[config.mk]
export PLATFORM = sky130hd
export DESIGN_NAME = sspq_cell
export DESIGN_NICKNAME = d
export VERILOG_FILES = /design/src/design/sspq_pkg.sv /design/src/design/sspq_cell.sv
export SDC_FILE = /design/constraint.sdc
export NUM_CORES = 1
export LEC_CHECK = 0
export BUFFER_PORTS_ARGS = -buffer_cell sky130_fd_sc_hd__buf_2
export CORE_UTILIZATION = 30
export CTS_CLUSTER_DIAMETER = 40
export CTS_CLUSTER_SIZE = 40
export DETAILED_ROUTE_END_ITERATION = 8
export GPL_TIMING_DRIVEN = 1
export HOLD_SLACK_MARGIN = 0.1
export MAX_ROUTING_LAYER = met4
export PLACE_DENSITY_LB_ADDON = 0.08
export SYNTH_ARGS = -nofsm -noshare
export SYNTH_HDL_FRONTEND = slang
export SYNTH_SLANG_ARGS = --single-unit
[constraint.sdc]
create_clock -name clk_i -period 7.65 [get_ports clk_i]
set_clock_uncertainty 0.05 [all_clocks]
set_input_delay 0.3825 -clock clk_i [delete_from_list [all_inputs] [get_ports clk_i]]
set_output_delay 0.3825 -clock clk_i [all_outputs]
set_load 0.01 [all_outputs]
[src/design/sspq_pkg.sv]
`timescale 1ns / 1ps

package sspq_pkg;

  localparam int unsigned CAPACITY_DEF  = 64;
  localparam int unsigned TAG_BITS_DEF  = 16;
  localparam int unsigned PRIO_BITS_DEF = 16;

  localparam int unsigned OP_W       = 2;
  localparam int unsigned STATUS_W   = 2;
  localparam int unsigned OUT_TAG_W  = 16;
  localparam int unsigned OUT_PRIO_W = 16;
  localparam int unsigned OUT_CNT_W  = 7;

  localparam logic [OP_W-1:0] OP_INSERT  = 2'd0;
  localparam logic [OP_W-1:0] OP_POP     = 2'd1;
  localparam logic [OP_W-1:0] OP_UPGRADE = 2'd2;
  localparam logic [OP_W-1:0] OP_CLEAR   = 2'd3;

  localparam logic [STATUS_W-1:0] ST_OK       = 2'd0;
  localparam logic [STATUS_W-1:0] ST_FULL     = 2'd1;
  localparam logic [STATUS_W-1:0] ST_EMPTY    = 2'd2;
  localparam logic [STATUS_W-1:0] ST_NOTFOUND = 2'd3;

  typedef enum logic [2:0] {
    CELL_HOLD,
    CELL_INSERT,
    CELL_POP,
    CELL_REMOVE,
    CELL_CLEAR,
    CELL_LOAD,
    CELL_SCAN
  } cell_act_e;

  typedef struct packed {
    cell_act_e act;
  } cell_ctrl_t;

endpackage

[src/design/sspq_cell.sv]
`timescale 1ns / 1ps

module sspq_cell
  import sspq_pkg::*;
#(
  parameter int unsigned TAG_BITS  = TAG_BITS_DEF,
  parameter int unsigned PRIO_BITS = PRIO_BITS_DEF
) (
  input  logic                 clk_i,
  input  logic                 rst_ni,
  input  cell_ctrl_t           ctrl_i,
  input  logic [TAG_BITS-1:0]  new_tag_i,
  input  logic [PRIO_BITS-1:0] new_prio_i,
  input  logic                 prev_le_i,
  input  logic                 prev_seen_i,
  input  logic [TAG_BITS-1:0]  prev_tag_i,
  input  logic [PRIO_BITS-1:0] prev_prio_i,
  input  logic                 prev_valid_i,
  input  logic [TAG_BITS-1:0]  next_tag_i,
  input  logic [PRIO_BITS-1:0] next_prio_i,
  input  logic                 next_valid_i,
  output logic [TAG_BITS-1:0]  tag_o,
  output logic [PRIO_BITS-1:0] prio_o,
  output logic                 valid_o,
  output logic                 le_o,
  output logic                 seen_o
);

  logic [TAG_BITS-1:0]  tag_q, tag_d;
  logic [PRIO_BITS-1:0] prio_q, prio_d;
  logic                 valid_q, valid_d;
  logic                 seen_q, seen_d;
  logic                 le, match;

  assign le    = valid_q && (prio_q <= new_prio_i);
  assign match = valid_q && (tag_q == new_tag_i);

  always_comb begin
    tag_d   = tag_q;
    prio_d  = prio_q;
    valid_d = valid_q;
    seen_d  = seen_q;
    case (ctrl_i.act)
      CELL_INSERT: begin
        if (!le) begin
          if (prev_le_i) begin
            tag_d   = new_tag_i;
            prio_d  = new_prio_i;
            valid_d = 1'b1;
          end else begin
            tag_d   = prev_tag_i;
            prio_d  = prev_prio_i;
            valid_d = prev_valid_i;
          end
        end
      end
      CELL_POP: begin
        tag_d   = next_tag_i;
        prio_d  = next_prio_i;
        valid_d = next_valid_i;
      end
      CELL_REMOVE: begin
        if (seen_q) begin
          tag_d   = next_tag_i;
          prio_d  = next_prio_i;
          valid_d = next_valid_i;
        end
      end
      CELL_CLEAR: valid_d = 1'b0;
      CELL_LOAD:  seen_d  = match;
      CELL_SCAN:  seen_d  = seen_q | prev_seen_i;
      default: ;
    endcase
  end

  always_ff @(posedge clk_i or negedge rst_ni) begin
    if (!rst_ni) begin
      valid_q <= 1'b0;
      seen_q  <= 1'b0;
    end else begin
      valid_q <= valid_d;
      seen_q  <= seen_d;
    end
  end

  always_ff @(posedge clk_i) begin
    tag_q  <= tag_d;
    prio_q <= prio_d;
  end

  assign tag_o   = tag_q;
  assign prio_o  = prio_q;
  assign valid_o = valid_q;
  assign le_o    = le;
  assign seen_o  = seen_q;

endmodule
=== Word-level counts from Yosys, hierarchy flattened ===
Cells that the tools add are included.

* Output and inout bits: 35
* Register bits after elaboration: 34

* Equality and inequality tests: 9
* Bitwise gates (word level): 1
* Mux-type cells: 13
* $lt $le $gt $ge: 1
* Reduce and logical (&&, ||, !) cells: 7

{| class="wikitable"
|+ Operators with widths
! operator !! number
|-
| 2-to-1 mux 16 bit || 6
|-
| case mux 16 bit (3 select lines) || 2
|-
| == test 16 bit || 1
|-
| <= comparator 16 bit || 1
|-
| == test 3 bit, second input constant || 3
|-
| == test 3 x 2 -> 1 bit, second input constant || 2
|-
| AND reduction 3 bit || 2
|-
| != test 2 bit, second input constant || 2
|-
| case mux 1 bit (4 select lines) || 1
|-
| nonzero test 4 bit || 1
|-
| == test 3 x 1 -> 1 bit, second input constant || 1
|-
| 2-to-1 mux 1 bit || 3
|-
| nonzero test 3 bit || 1
|-
| logical AND 1 bit || 2
|-
| case mux 1 bit (2 select lines) || 1
|-
| nonzero test 2 bit || 1
|-
| OR 1 bit || 1
|}

=== Logic depth before layout (Yosys ltp) ===
Gate-level depths: netlist of run 1.

* Depth in word-level cells: 4
* Depth in mapped cells: 7

=== Least setup slack after synthesis of run 1 ===
No wires, ideal clock.

* Kind: register to register
* Start: register prio_q[14] (netlist: prio_o[14])
* End: register prio_q[0] (netlist: prio_o[0]) (enable)
* Setup time: 392 ps
* Cell stages (with the launch flop): 7
* Arrival time: 2264 ps
* Clock period less this slack: 2705 ps
* Path slack: 4945 ps
* Path through: edfxtp_1 -> ha_1 -> nand4_2 -> nor3_1 -> a21boi_1 -> o41a_1 -> a22o_1

* Longest elaborated chain between the ends: 4

{| class="wikitable"
|+ Ends and longest elaborated chain
! item !! RTL line !! source
|-
| start, declared || sspq_cell.sv:30 || <nowiki>logic [PRIO_BITS-1:0] prio_q, prio_d;</nowiki>
|-
| start signal, assigned || sspq_cell.sv:88 || <nowiki>prio_q <= prio_d;</nowiki>
|-
| <= comparator 16 bit || sspq_cell.sv:35 || <nowiki>assign le = valid_q && (prio_q <= new_prio_i);</nowiki>
|-
| logical AND 1 bit || sspq_cell.sv:35 ||
|-
| != test 2 bit (no source line) || -- ||
|-
| AND reduction 3 bit (no source line) || -- ||
|}

Every way passes these cells.
A chain may end at the register's enable or synchronous reset.

=== Worst setup path in the final report of run 1 ===
* Start: register prio_q[13] (netlist: prio_o[13])
* End: register prio_q[1] (netlist: prio_o[1]) (enable)

The elaborated chain is that of the path after synthesis.

==> results of run 1 <==
[synthesized netlist by cell type, types with 2 or more instances]
cell type / number / area share (%)
sky130_fd_sc_hd__o21ai_1: 6 / 1.3
sky130_fd_sc_hd__o211ai_1: 2 / 0.63
sky130_fd_sc_hd__xnor2_1: 4 / 1.5
sky130_fd_sc_hd__a21o_1: 3 / 0.95
sky130_fd_sc_hd__mux2i_1: 33 / 14
sky130_fd_sc_hd__nand3_1: 2 / 0.42
sky130_fd_sc_hd__dfrtp_1: 2 / 2.1
sky130_fd_sc_hd__nor2b_1: 3 / 0.79
sky130_fd_sc_hd__nand4_1: 5 / 1.3
sky130_fd_sc_hd__a21oi_1: 6 / 1.3
sky130_fd_sc_hd__buf_2: 11 / 2.3
sky130_fd_sc_hd__nand2_1: 36 / 5.7
sky130_fd_sc_hd__xor2_1: 12 / 4.4
sky130_fd_sc_hd__ha_1: 16 / 8.4
sky130_fd_sc_hd__nor3_1: 2 / 0.42
sky130_fd_sc_hd__o21ai_0: 34 / 7.1
sky130_fd_sc_hd__nor4_1: 3 / 0.79
sky130_fd_sc_hd__edfxtp_1: 32 / 40
sky130_fd_sc_hd__nor2_1: 2 / 0.32
sky130_fd_sc_hd__inv_1: 18 / 2.8
[cell families (layout without fill, tap and decap cells)]
| kind of cell | after synthesis | after routing |
|---|---|---|
| AOI/OAI and AO/OA | 56 | 56 |
| buffers and inverters | 30 | 167 |
| DFF | 34 | 34 |
| muxes | 33 | 33 |
| adders and majority gates | 16 | 16 |
| xor gates and xnor gates | 16 | 16 |
| and+or+nand+nor | 57 | 57 |
[power groups by stage]
stage                     Combinational [uW]  Clock (uW)  Sequential (uW)
final                                    140         126              240
after global placement                   142           0              244
after floorplan                         67.4           0              252
after global routing                     158         140              243
after detailed placement                 141           0              244
after CTS                                142         133              241
[cell type report]
| type | count | area (um^2) | area share (%) |
|---|---|---|---|
| Multi-Input combinational cell | 178 | 1250 | 38.4 |
| Inverter | 18 | 67.6 | 2.08 |
| Clock buffer | 7 | 76.3 | 2.35 |
| Tap cell | 102 | 128 | 3.92 |
| Sequential cell | 34 | 1010 | 31.1 |
| Timing Repair Buffer | 142 | 721 | 22.1 |
[final timing paths]
check | end | startpoint | depth (start not counted) | slack, ns
min | tag_o[8]$_DFFE_PP_ | next_tag_i[8] | 3 | 0.32
max reg2reg | prio_o[1]$_DFFE_PP_ | prio_o[13]$_DFFE_PP_ | 7 | 5.09
min in group asynchronous | valid_o$_DFFE_PN0P_ | rst_ni | 2 | 0.36
max | prio_o[1]$_DFFE_PP_ | prio_o[13]$_DFFE_PP_ | 7 | 5.09
max in group asynchronous | seen_o$_DFFE_PN0P_ | rst_ni | 2 | 7.09
min reg2reg | valid_o$_DFFE_PN0P_ | valid_o$_DFFE_PN0P_ | 2 | 0.56
[worst min-delay path, cell delays in order]
cell                      delay [ns]
sky130_fd_sc_hd__buf_2          0.07
sky130_fd_sc_hd__nand2_1        0.03
sky130_fd_sc_hd__o21ai_0        0.06
[registers in the layout, indices dropped and copies added, names as in the netlist]
signal	flops
prio_o	16
seen_o	1
tag_o	16
valid_o	1
[metal layers]
metal,vias to the layer above,share of wire (%)
met4,0,1.3
met1,957,48
li1,1140,-
met2,81,45
met3,8,5.8
met5,-,0
[metrics by stage]
stage | instance area [um^2] | utilization (%) | std cells
3_5_place_dp | 3170 | 41.2 | 473
4_1_cts | 3250 | 42.3 | 481
3_3_place_gp | 3170 | 41.2 | 473
5_1_grt | 3250 | 42.3 | 481
6_report | 3250 | 42.3 | 481
2_1_floorplan | 2380 | - | 242
==> impl_summary.md, run 1 <==
Status
The flow ran to the end, and the final reports show no timing, DRC or antenna violations.

STA
The slew of the pin with the lowest slew margin is 1.01 ns. The setup slack after layout is 5.09 ns. The number of failing hold endpoints at the final stage is 0.

The headroom to the max-slew limit is 32.4%. The tightest hold margin is 0.324 ns. Setup repair after global routing left no endpoint under its margin.

The minimum clock period is 2.56 ns. The number of setup violations in the final report is 0. The final critical-path share of the clock period is ~33%. The total count of max-transition violations in the final report is 0.

The maximum operating frequency is 391 MHz. The total negative slack for setup checks is 0 ns.

Logic synthesis
The sequential fraction of the synthesis area is 42.5%. In this run the cell area of the synthesized design comes to 2380 um^2. The number of nets in the synthesized netlist is 363. In this run, distinct cell masters in the synthesized netlist total 30.

In this run, synthesis produced a sequential element count of 34. The fraction of synthesis flops using an asynchronous set or reset pin is around 5.9%. Synthesis produced 242 cells. Summing the areas of all and, or, nand and nor instances in the mapped netlist gives 11.1% of the synthesized area.

The xor and xnor fraction of the mapped netlist area is under 10%. The synthesized area divided by synthesized cell count is 9.84 um^2. The most frequently used flop master after synthesis is sky130_fd_sc_hd__edfxtp_1. The synthesized netlist devotes 8.41% of its cell area to adder and majority cells. In this run, synthesis inferred 32 flip-flops with an integrated enable.

By area, the combinational part of the netlist is dominated by multiplexers. Yosys printed 0 warnings. The portion of synthesized area spent on multiplexers is 13.9%. The compound-gate portion of the synthesized area is 13.0%.

Worst setup path
The slowest cell on the critical path is sky130_fd_sc_hd__edfxtp_1. The signal on the critical path passes through ha_1 > nand4_2 > nor3_1 > a21boi_1 > o41a_1 > a22o_1 > buf_4. The element type at the critical path end is a flip-flop. The startpoint type of the worst setup path is a flip-flop. The cell family contributing the most delay on the critical path is compound AO/OA/AOI/OAI gates. The arrival time reported for the critical path endpoint is 2.45 ns.

Of all nets on the critical path, the largest fanout is 32. Data on the critical path is required at its endpoint by 7.54 ns. The kind of critical path is flip-flop to flip-flop. The largest stage delay on the critical path is just over 0.4 ns.

The buffer and inverter count on the worst path is 1.

Floorplanning
The cell row count is 32. The number of I/O pins is 140. The die area is 8300 um^2. The core region is 7690 um^2. The initial core utilization is 31.0%. Measured along the x axis, the die boundary spans 91.1 um. In this run the vertical extent of the chip is 91.1 um.

Job
Across the run, the number of max-cap violations was 0.

Clocking
The tree is rooted in a sky130_fd_sc_hd__clkbuf_8. The post-CTS setup-driven buffer insertion count is 0. TritonCTS built the clock tree.

The H-tree was split into 2 levels. The clock latency on the worst-skew pair is 0.29 ns. After clock tree synthesis, the clock-pin slew on the worst setup and hold paths is 0.07 ns. The number of hold buffers added after CTS was 1. The number of buffers on the longest clock path is 2. The number of gates resized after CTS is 0. The number of clock sinks is 34. Clock tree synthesis inserted a total of 5 buffers.

Layout
The layout filler cell count is slightly above 800. The post-synthesis to final-layout area growth is 36.7%. In the layout the commonest cells are 139 x sky130_fd_sc_hd__buf_2, 36 x sky130_fd_sc_hd__nand2_1, 34 x sky130_fd_sc_hd__o21ai_0, 33 x sky130_fd_sc_hd__mux2i_1, 32 x sky130_fd_sc_hd__edfxtp_1. The number of diodes is 0.

The fraction of final layout cells sized beyond drive strength 1 is 39.1%. The library cell used most frequently in the layout, excluding fill and tap cells, is sky130_fd_sc_hd__buf_2. For this run, the post-layout net count is 500.

Global routing
Entering global routing, the biggest net connects 37 pins. The wire length of the first global-routing pass is 9990 um. The via count of the first global-routing pass is 2,170. For this run, global-route usage on met2 was measured as 24.7%. The layer with the highest usage after global routing is met2.

Global routing used about a fifth of the available met1 tracks. The final global-route overflow total is 0. For met3 alone, demand over resource in global routing was 4.02%.

The total global-route track usage is 15.7%. The number of antenna violations at the first check in global routing is 0.

Drt
Summed over all layers, the routed wires come to 6250 um. The post-detailed-route wirelength per cell is 13.0 um. Across all layers, the routed design uses roughly 2,200 vias. For this block, the initial DRC count from the detailed router was 25.

The count of nets left with antenna violations once routing finished came out at 0. The number of remaining DRC errors is 0. The iteration count of the initial detailed-routing pass is 4.

The via density per instance is 4.54.

Min path
The class of the tightest hold or removal check is input pin to flip-flop.

Pwr
The post-layout total power is 507 uW. Per report_power, the combinational group accounts for 27.6% of the total. For this design the total switching power over the nets is 149 uW. In this run the power density over the cells is 156 nW/um^2. The analysis attributes to cell leakage a power of between 0.0015 and 0.002 uW. The share of power burned in registers is between 40% and 50%.

Net switching is 29.5% of the power. The relative contribution of the clock network to total power is roughly a quarter. The maximum vdd ir drop is 0.0000651 V. The internal portion of total power is 357 uW.

Placed design
OpenSTA, run right after detailed placement, puts the worst setup slack at 5.00 ns. The detailed-placement wirelength estimate is 4870 um. The congestion estimate from routability-driven global placement came to 0.789.

The number of port buffers is 139.
Note: power is estimated with default switching activity, not from simulation.
==> run 2, diff against run 1 <==
ABC_AREA = 1   (was unset)
clock period = 2.53 ns   (was 7.65 ns; I/O delays follow)
==> run 2 against run 1 <==
Against the previous run: first-iteration DRC count rose to 3.6 times the previous value; sequential power rose to 2.9 times the previous value; total power rose to 3.1 times the previous value; design area rose by 2.1%; synthesized cell count rose by 29%; fmax rose by 19%; worst setup slack got worse by 4.7 ns; clock power rose to 3.5 times the previous value; critical endpoint is now tag_o[7]$_DFFE_PP_.
==> impl_summary.md, run 2 <==
Status
Status: finished, final reports clean (unchanged).

Worst setup path
The largest stage delay on the critical path is 0.40 ns (was 0.41 ns). The kind of critical path is flip-flop to flip-flop (unchanged). The startpoint type of the worst setup path is a flip-flop (unchanged). The number of cells on the worst reg-to-reg path is 10 (was 7). The most common cell type on the critical path is sky130_fd_sc_hd__nand2_1.

The arrival time reported for the critical path endpoint is 2.06 ns (was 2.45 ns). Worst path cell trace: ha_1 > nand2_1 > nor3_1 > nand2_1 > nand2_1 > nand2_1 > nand3_1 > nand2_1 > inv_1 > buf_4 (was ha_1 > nand4_2 > nor3_1 > a21boi_1 > o41a_1 > a22o_1 > buf_4). The element type at the critical path end is a flip-flop (unchanged). The data required time of the critical path is 2.44 ns (was 7.54 ns).

The worst-path maximum fanout is 20 (was 32). The slowest cell on the critical path is sky130_fd_sc_hd__edfxtp_1 (unchanged).

Logic synthesis
The fraction of synthesis flops using an asynchronous set or reset pin is 5.88% (unchanged). The flip-flop and latch count after synthesis is 34 (unchanged). The portion of synthesized cell area occupied by the leading cell type is 40.0% (was 40.4%). The number of synthesized flops with an enable pin was 32 (unchanged). The cell taking the most area after synthesis is sky130_fd_sc_hd__edfxtp_1 (unchanged). The most frequently used flop master after synthesis is sky130_fd_sc_hd__edfxtp_1 (unchanged).

The Yosys warning count came to 0 (unchanged). The net count of the mapped netlist is 433 (was 363). Top post-synthesis cells by count: 70 x sky130_fd_sc_hd__a21oi_1, 61 x sky130_fd_sc_hd__nand2_1, 42 x sky130_fd_sc_hd__nor2_1, 34 x sky130_fd_sc_hd__inv_1, 32 x sky130_fd_sc_hd__edfxtp_1 (was 36 x sky130_fd_sc_hd__nand2_1, 34 x sky130_fd_sc_hd__o21ai_0, 33 x sky130_fd_sc_hd__mux2i_1, 32 x sky130_fd_sc_hd__edfxtp_1, 18 x sky130_fd_sc_hd__inv_1).

The count of cell types in the netlist is 33 (was 30). The post-synthesis cell area was 2400 um^2 (was 2380 um^2). Area contributors post-synth: sky130_fd_sc_hd__edfxtp_1 40%, sky130_fd_sc_hd__a21oi_1 15%, sky130_fd_sc_hd__nand2_1 9.5%, sky130_fd_sc_hd__ha_1 8.3%, sky130_fd_sc_hd__nor2_1 6.6% (was sky130_fd_sc_hd__edfxtp_1 40%, sky130_fd_sc_hd__mux2i_1 14%, sky130_fd_sc_hd__ha_1 8.4%, sky130_fd_sc_hd__o21ai_0 7.1%, sky130_fd_sc_hd__nand2_1 5.7%). The synthesized area divided by synthesized cell count is 7.71 um^2 (was 9.84 um^2). The cell count after synthesis came to 312 (was 242). The most used standard cell by instance count after synthesis is sky130_fd_sc_hd__a21oi_1 (was sky130_fd_sc_hd__nand2_1). The sequential fraction of the synthesis area is 42.0% (was 42.5%).

Floorplanning
The cell row count was 32 (unchanged). The height of the chip is 91.5 um (was 91.1 um). The core region area is 7730 um^2 (was 7690 um^2). The initial core utilization is 31.1% (was 31.0%). The number of I/O pins is 140 (unchanged). The die area is 8380 um^2 (was 8300 um^2). The chip width came to 91.5 um (was 91.1 um).

STA
The tightest hold margin is 0.108 ns (was 0.324 ns). Setup repair after global routing missed its margin: no (unchanged). The headroom to the max-slew limit is 63.5% (was 32.4%). The maximum operating frequency is 465 MHz (was 391 MHz). The number of failing hold endpoints at the final stage is 0 (unchanged). The total negative slack for setup checks was 0 ns (unchanged). The final critical-path share of the clock period is 85.0% (was 33.5%). The minimum clock period came to 2.15 ns (was 2.56 ns). The slew of the pin with the lowest slew margin is 0.547 ns (was 1.01 ns). The total count of max-transition violations in the final report came to 0 (unchanged). The number of setup violations in the final report was 0 (unchanged).

Layout
The most common cell after layout, fill and taps aside is sky130_fd_sc_hd__buf_2 (unchanged). The design area is 3320 um^2 (was 3250 um^2). Commonest non-fill, non-tap cells in the layout: 139 x sky130_fd_sc_hd__buf_2, 70 x sky130_fd_sc_hd__a21oi_1, 61 x sky130_fd_sc_hd__nand2_1, 42 x sky130_fd_sc_hd__nor2_1, 34 x sky130_fd_sc_hd__inv_1 (was 139 x sky130_fd_sc_hd__buf_2, 36 x sky130_fd_sc_hd__nand2_1, 34 x sky130_fd_sc_hd__o21ai_0, 33 x sky130_fd_sc_hd__mux2i_1, 32 x sky130_fd_sc_hd__edfxtp_1). The post-synthesis to final-layout area growth is 38.2% (was 36.7%). The number of nets in the finished design came to 572 (was 500). The number of diodes was 0 (unchanged). The fraction of final layout cells sized beyond drive strength 1 is 35.0% (was 39.1%).

Global routing
The total global-route track usage is 18.0% (was 15.7%). The maximum number of pins on one net before global-route repair is 34 (was 37). The via count of the first global-routing pass is 2,335 (was 2,170). The number of antenna violations at the first check in global routing is 0 (unchanged). The final global-route overflow total is 0 (unchanged).

The wire length of the first global-routing pass is 11,400 um (was 9990 um).

Pwr
The share of total power in combinational logic is 27.1% (was 27.6%). The switching share of power was 29.5% (about the same). The net switching power of the design was 466 uW (was 149 uW). The power per cell area is 474 nW/um^2 (was 156 nW/um^2). The internal portion of total power is 1110 uW (was 357 uW).

The relative contribution of the clock network to total power is 28.1% (was 25.0%). The share of power burned in registers came to 44.8% (was 47.5%). The leakage power of the design is 0.00168 uW (was 0.00158 uW). The maximum vdd ir drop is 0.000220 V (was 0.0000651 V).

Job
The max-cap violation count is 0 (unchanged).

Drt
The via density per instance was 4.61 (was 4.54). The number of remaining DRC errors is 0 (unchanged). The number of nets with antenna violations after detailed routing came to 0 (unchanged). The number of design-rule violations left by the first detailed-router iteration was 90 (was 25). The post-detailed-route wirelength per cell is 13.2 um (was 13.0 um). The total wire length is 7330 um (was 6250 um). The total via count in the routed design is 2,552 (was 2,186). The iteration count of the initial detailed-routing pass is 4 (unchanged).

Placed design
The number of port buffers was 139 (unchanged). The detailed-placement wirelength estimate is 5730 um (was 4870 um). The area after detailed placement is 3210 um^2 (was 3170 um^2). The routability congestion estimate was 0.797 (was 0.789).

Clocking
The number of buffers on the longest clock path was 2 (unchanged). The clock latency on the worst-skew pair came to 0.29 ns (about the same). The clock tree from TritonCTS is done (unchanged). The number of gates resized after CTS was 0 (unchanged). The clock input transition at the sequential cells of the worst setup and hold paths came to 0.07 ns (about the same). The number of clock sinks came to 34 (unchanged). The total CTS buffers is 5 (unchanged).

The number of levels the H-tree was split into is 2 (unchanged). The cell chosen for the clock root is sky130_fd_sc_hd__clkbuf_8 (unchanged).

Min path
The number of cells on the worst hold path is 3 (unchanged). The class of the tightest hold or removal check is input pin to flip-flop (unchanged).
run 2: power by group through the flow:
stage | combinational [uW] | clock, uW | sequential (uW)
after CTS | 434 | 456 | 708
after floorplan | 208 | 0 | 738
after global placement | 429 | 0 | 718
after detailed placement | 431 | 0 | 720
final | 427 | 443 | 707
after global routing | 485 | 479 | 713
run 2: final cells by class:
type,instances,area [um^2]
Fill cell,834,4400
Multi-Input combinational cell,227,1200
Sequential cell,34,1010
Timing Repair Buffer,145,743
Inverter,38,143
Tap cell,102,128
Clock buffer,7,96.3
Clock inverter,1,3.75
run 2: cells by family (layout without fill, tap and decap cells):
| kind of cell | after synthesis | after routing | share of synthesized area, % |
|---|---|---|---|
| compound gates | 86 | 86 | 19.3 |
| fa+ha+maj | 16 | 16 | 8.32 |
| xor+xnor | 5 | 5 | 1.82 |
| flops | 34 | 34 | 42.0 |
| simple gates | 120 | 120 | 20.4 |
| buf+inv | 51 | 191 | 8.12 |
run 2: worst max-delay path, delay by kind of cell (launching register included):
family                   cells  cell delay (ns)
buffers and inverters        2             0.34
AND/OR/NAND/NOR              7             0.74
adder cells (fa/ha/maj)      1             0.31
flip-flops                   1             0.40
run 2: path summary, 6_finish.rpt:
kind / from / endpoint / slack [ns]
worst max-delay path: prio_o[15]$_DFFE_PP_ / tag_o[7]$_DFFE_PP_ / 0.38
worst min-delay path: next_prio_i[4] / prio_o[4]$_DFFE_PP_ / 0.11
worst max register to register: prio_o[15]$_DFFE_PP_ / tag_o[7]$_DFFE_PP_ / 0.38
worst min register to register: valid_o$_DFFE_PN0P_ / valid_o$_DFFE_PN0P_ / 0.57
max in group asynchronous: rst_ni / valid_o$_DFFE_PN0P_ / 2.22
min in group asynchronous: rst_ni / seen_o$_DFFE_PN0P_ / 0.12
run 2: per-stage QoR:
stage | util [%] | power (uW) | instances | setup WS, ns
global placement | 41.6 | 1150 | 545 | 0.393
finish | 43.0 | 1580 | 554 | 0.380
detailed placement | 41.6 | 1150 | 545 | 0.328
floorplan | - | 947 | 312 | 0.113
CTS | 43.0 | 1600 | 554 | 0.323
global route | 43.0 | 1680 | 554 | 0.126
run 2: repair_timing:
action | in CTS | in global routing
hold buffers | 1 | 0
hold endpoints to repair | 2 | 0
buffers inserted | 0 | 0
run 2: routing by layer:
layer | share of wire (%) | track usage [%] | wire, um | vias to the layer above
met5 | 0 | - | 0 | -
met4 | 0.76 | 4.37 | 56 | 0
met3 | 4.9 | 2.51 | 357 | 5
met2 | 47 | 29.6 | 3480 | 76
met1 | 47 | 23.3 | 3440 | 1130
li1 | - | - | - | 1341
==> run 3, diff against run 2 <==
clock period = 1.8 ns   (was 2.53 ns; I/O delays follow)
==> run 3 against run 2 <==
Against the previous run: the flow now finishes with violations (setup timing); largest cell class unchanged; design area increased by 10%; sequential share of layout area decreased by 2.8 points; global-route usage increased by 1.2 points; via count increased by 6.2%; utilization increased by 4.4 points; die area unchanged; routed wire length increased by 1.6%; flip-flop and latch count unchanged; total power increased by 41%; hold slack got worse by 0.0052 ns.
==> impl_summary.md, run 3 (synthesis results as in run 2) <==
Status
Status: finished, violations left (was finished, final reports clean). The final reports fail on setup timing.

Drt
The iteration count of the initial detailed-routing pass is 4 (unchanged). The number of design-rule violations left by the first detailed-router iteration was 111 (was 90). The post-detailed-route wirelength per cell came to 12.7 um (was 13.2 um).

The number of nets with antenna violations after detailed routing is 0 (unchanged). The total wire length is 7450 um (was 7330 um). The via density per instance is 4.63 (was 4.61).

The number of remaining DRC errors is 0 (unchanged). The total via count in the routed design is 2,711 (was 2,552).

STA
The number of failing hold endpoints at the final stage is 0 (unchanged). The headroom to the max-slew limit is 77.8% (was 63.5%). The setup slack after layout is -0.222 ns (was 0.380 ns). The number of setup violations in the final report is 33 (was 0). The slew of the pin with the lowest slew margin is 0.332 ns (was 0.547 ns). Setup repair after global routing missed its margin: yes (was no).

The total count of max-transition violations in the final report is 0 (unchanged). The maximum operating frequency came to 494 MHz (was 465 MHz). The total negative slack for setup checks is -6.85 ns (was 0 ns).

The final critical-path share of the clock period was 112% (was 85.0%). The minimum clock period is 2.02 ns (was 2.15 ns).

Placed design
The placement-stage worst setup slack is -0.228 ns (was 0.328 ns). The detailed-placement wirelength estimate was 5830 um (was 5730 um). The routability congestion estimate came to 0.784 (was 0.797). The number of port buffers was 139 (unchanged).

Worst setup path
The arrival time reported for the critical path endpoint is 2.01 ns (was 2.06 ns). The element type at the critical path end is a flip-flop (unchanged). The startpoint of the most critical register-to-register path is prio_o[11]$_DFFE_PP_ (was prio_o[15]$_DFFE_PP_). The data required time of the critical path came to 1.79 ns (was 2.44 ns). The kind of critical path was flip-flop to flip-flop (unchanged). The timing startpoint of the critical path is prio_o[11]$_DFFE_PP_ (was prio_o[15]$_DFFE_PP_).

The startpoint type of the worst setup path is a flip-flop (unchanged). The worst-path maximum fanout is 18 (was 20).

Pwr
The relative contribution of the clock network to total power was 24.1% (was 28.1%). The share of total power in combinational logic is 30.9% (was 27.1%). The share of power burned in registers is 44.9% (was 44.8%). The maximum vdd ir drop was 0.000232 V (was 0.000220 V). The internal portion of total power is 1550 uW (was 1110 uW). The net switching power of the design is 669 uW (was 466 uW).

The power per cell area was 605 nW/um^2 (was 474 nW/um^2). The switching share of power is 30.2% (was 29.5%). The leakage power of the design is 0.00182 uW (was 0.00168 uW).

Global routing
The final global-route overflow total is 0 (unchanged). The via count of the first global-routing pass is 2,628 (was 2,335). The total global-route track usage is 19.2% (was 18.0%).

The number of antenna violations at the first check in global routing is 0 (unchanged). The maximum number of pins on one net before global-route repair is 22 (was 34). The wire length of the first global-routing pass is 12,200 um (was 11,400 um).

Job
The max-cap violation count is 0 (unchanged).

Min path
The startpoint of the tightest hold check path is next_prio_i[12] (was next_prio_i[4]). The class of the tightest hold or removal check was input pin to flip-flop (unchanged).

Clocking
The clock latency on the worst-skew pair is 0.28 ns (was 0.29 ns). The clock tree from TritonCTS is done (unchanged). The number of clock sinks was 34 (unchanged).

The cell chosen for the clock root is sky130_fd_sc_hd__clkbuf_8 (unchanged). The number of buffers on the longest clock path is 2 (unchanged). The total CTS buffers came to 5 (unchanged).

The clock input transition at the sequential cells of the worst setup and hold paths is 0.07 ns (about the same). The number of levels the H-tree was split into is 2 (unchanged).

Floorplanning
The die area is 8380 um^2 (unchanged). The number of I/O pins was 140 (unchanged). The cell row count is 32 (unchanged). The chip width is 91.5 um (unchanged). The core region area came to 7730 um^2 (unchanged).

The height of the chip came to 91.5 um (unchanged). The initial core utilization is 31.1% (unchanged).

Layout
The post-synthesis to final-layout area growth is 52.2% (was 38.2%). The number of diodes was 0 (unchanged). The fraction of final layout cells sized beyond drive strength 1 is 36.9% (was 35.0%). Commonest non-fill, non-tap cells in the layout: 139 x sky130_fd_sc_hd__buf_2, 69 x sky130_fd_sc_hd__a21oi_1, 59 x sky130_fd_sc_hd__nand2_1, 42 x sky130_fd_sc_hd__nor2_1, 33 x sky130_fd_sc_hd__inv_1 (was 139 x sky130_fd_sc_hd__buf_2, 70 x sky130_fd_sc_hd__a21oi_1, 61 x sky130_fd_sc_hd__nand2_1, 42 x sky130_fd_sc_hd__nor2_1, 34 x sky130_fd_sc_hd__inv_1). The most common cell after layout, fill and taps aside is sky130_fd_sc_hd__buf_2 (unchanged).

The number of nets in the finished design is 603 (was 572).
==> run 3: changes by cell type in the layout (fill, tap and decap cells not counted), sizes merged <==
| cell | previous run | this run |
|---|---|---|
| buf | 144 | 157 |
| clkbuf | 7 | 6 |
| clkinv | 1 | 2 |
| clkinvlp | 0 | 1 |
| dlygate4sd3 | 1 | 19 |
| inv | 38 | 37 |
==> run 3: timing repair <==
action                                  in CTS  in global routing
endpoints found under the hold margin       18                  1
endpoints found under the setup margin      33                 33
pin swaps                                    0                  0
setup buffers                                0                  0
hold buffers                                18                  1
gates resized for setup                      3                  0
==> run 3: through the flow <==
step           utilization [%]  total power (uW)  area (um^2)  hold WS (ns)  std cells
2_1_floorplan                -              1340         2440        -0.256        312
3_3_place_gp              43.6              1660         3370        -0.170        558
3_5_place_dp              43.6              1670         3370        -0.170        558
5_1_grt                   47.4              2370         3660         0.103        585
4_1_cts                   47.2              2250         3650         0.101        584
6_report                  47.4              2220         3660         0.103        585
==> run 3: area by class of cell <==
cell class              count  area, um^2
fillers                   778        4070
multi-input cells         227        1250
clock buffers               6        72.6
inverters                  38         146
flip-flops and latches     34        1010
well taps                 102         128
clock inverters             2        8.76
repair buffers            176        1050
==> run 3: worst max-delay path: stages, from the launching register on <==
cell and delay (ns):
sky130_fd_sc_hd__edfxtp_1 0.43, sky130_fd_sc_hd__ha_4 0.30, sky130_fd_sc_hd__nand4_1 0.14, sky130_fd_sc_hd__nor3_4 0.18, sky130_fd_sc_hd__nand3_1 0.11, sky130_fd_sc_hd__nand2_1 0.10, sky130_fd_sc_hd__nand3_2 0.07, sky130_fd_sc_hd__nand2_2 0.09
sky130_fd_sc_hd__clkinvlp_4 0.12, sky130_fd_sc_hd__buf_12 0.17
==> run 3: worst paths after layout <==
check	to	slack, ns	cells past startpoint
max	tag_o[11]$_DFFE_PP_	-0.22	9
min	prio_o[12]$_DFFE_PP_	0.10	3
max reg2reg	tag_o[11]$_DFFE_PP_	-0.22	9
min reg2reg	seen_o$_DFFE_PN0P_	0.57	3
max in group asynchronous	seen_o$_DFFE_PN0P_	0.93	3
min in group asynchronous	valid_o$_DFFE_PN0P_	0.64	3
==> run 3: power by group through the flow <==
stage | clock network [uW] | logic, uW | registers, uW
3_3_place_gp | 0 | 648 | 1010
6_report | 535 | 686 | 996
4_1_cts | 558 | 691 | 998
2_1_floorplan | 0 | 302 | 1040
3_5_place_dp | 0 | 651 | 1010
5_1_grt | 592 | 772 | 1010
==> run 3: routing by layer <==
metal | track usage [%] | part of all wire (%) | vias up
met5 | - | 0 | -
met4 | 5.95 | 2.0 | 0
met3 | 3.10 | 6.8 | 13
met2 | 31.6 | 47 | 109
met1 | 24.1 | 44 | 1194
li1 | - | - | 1395
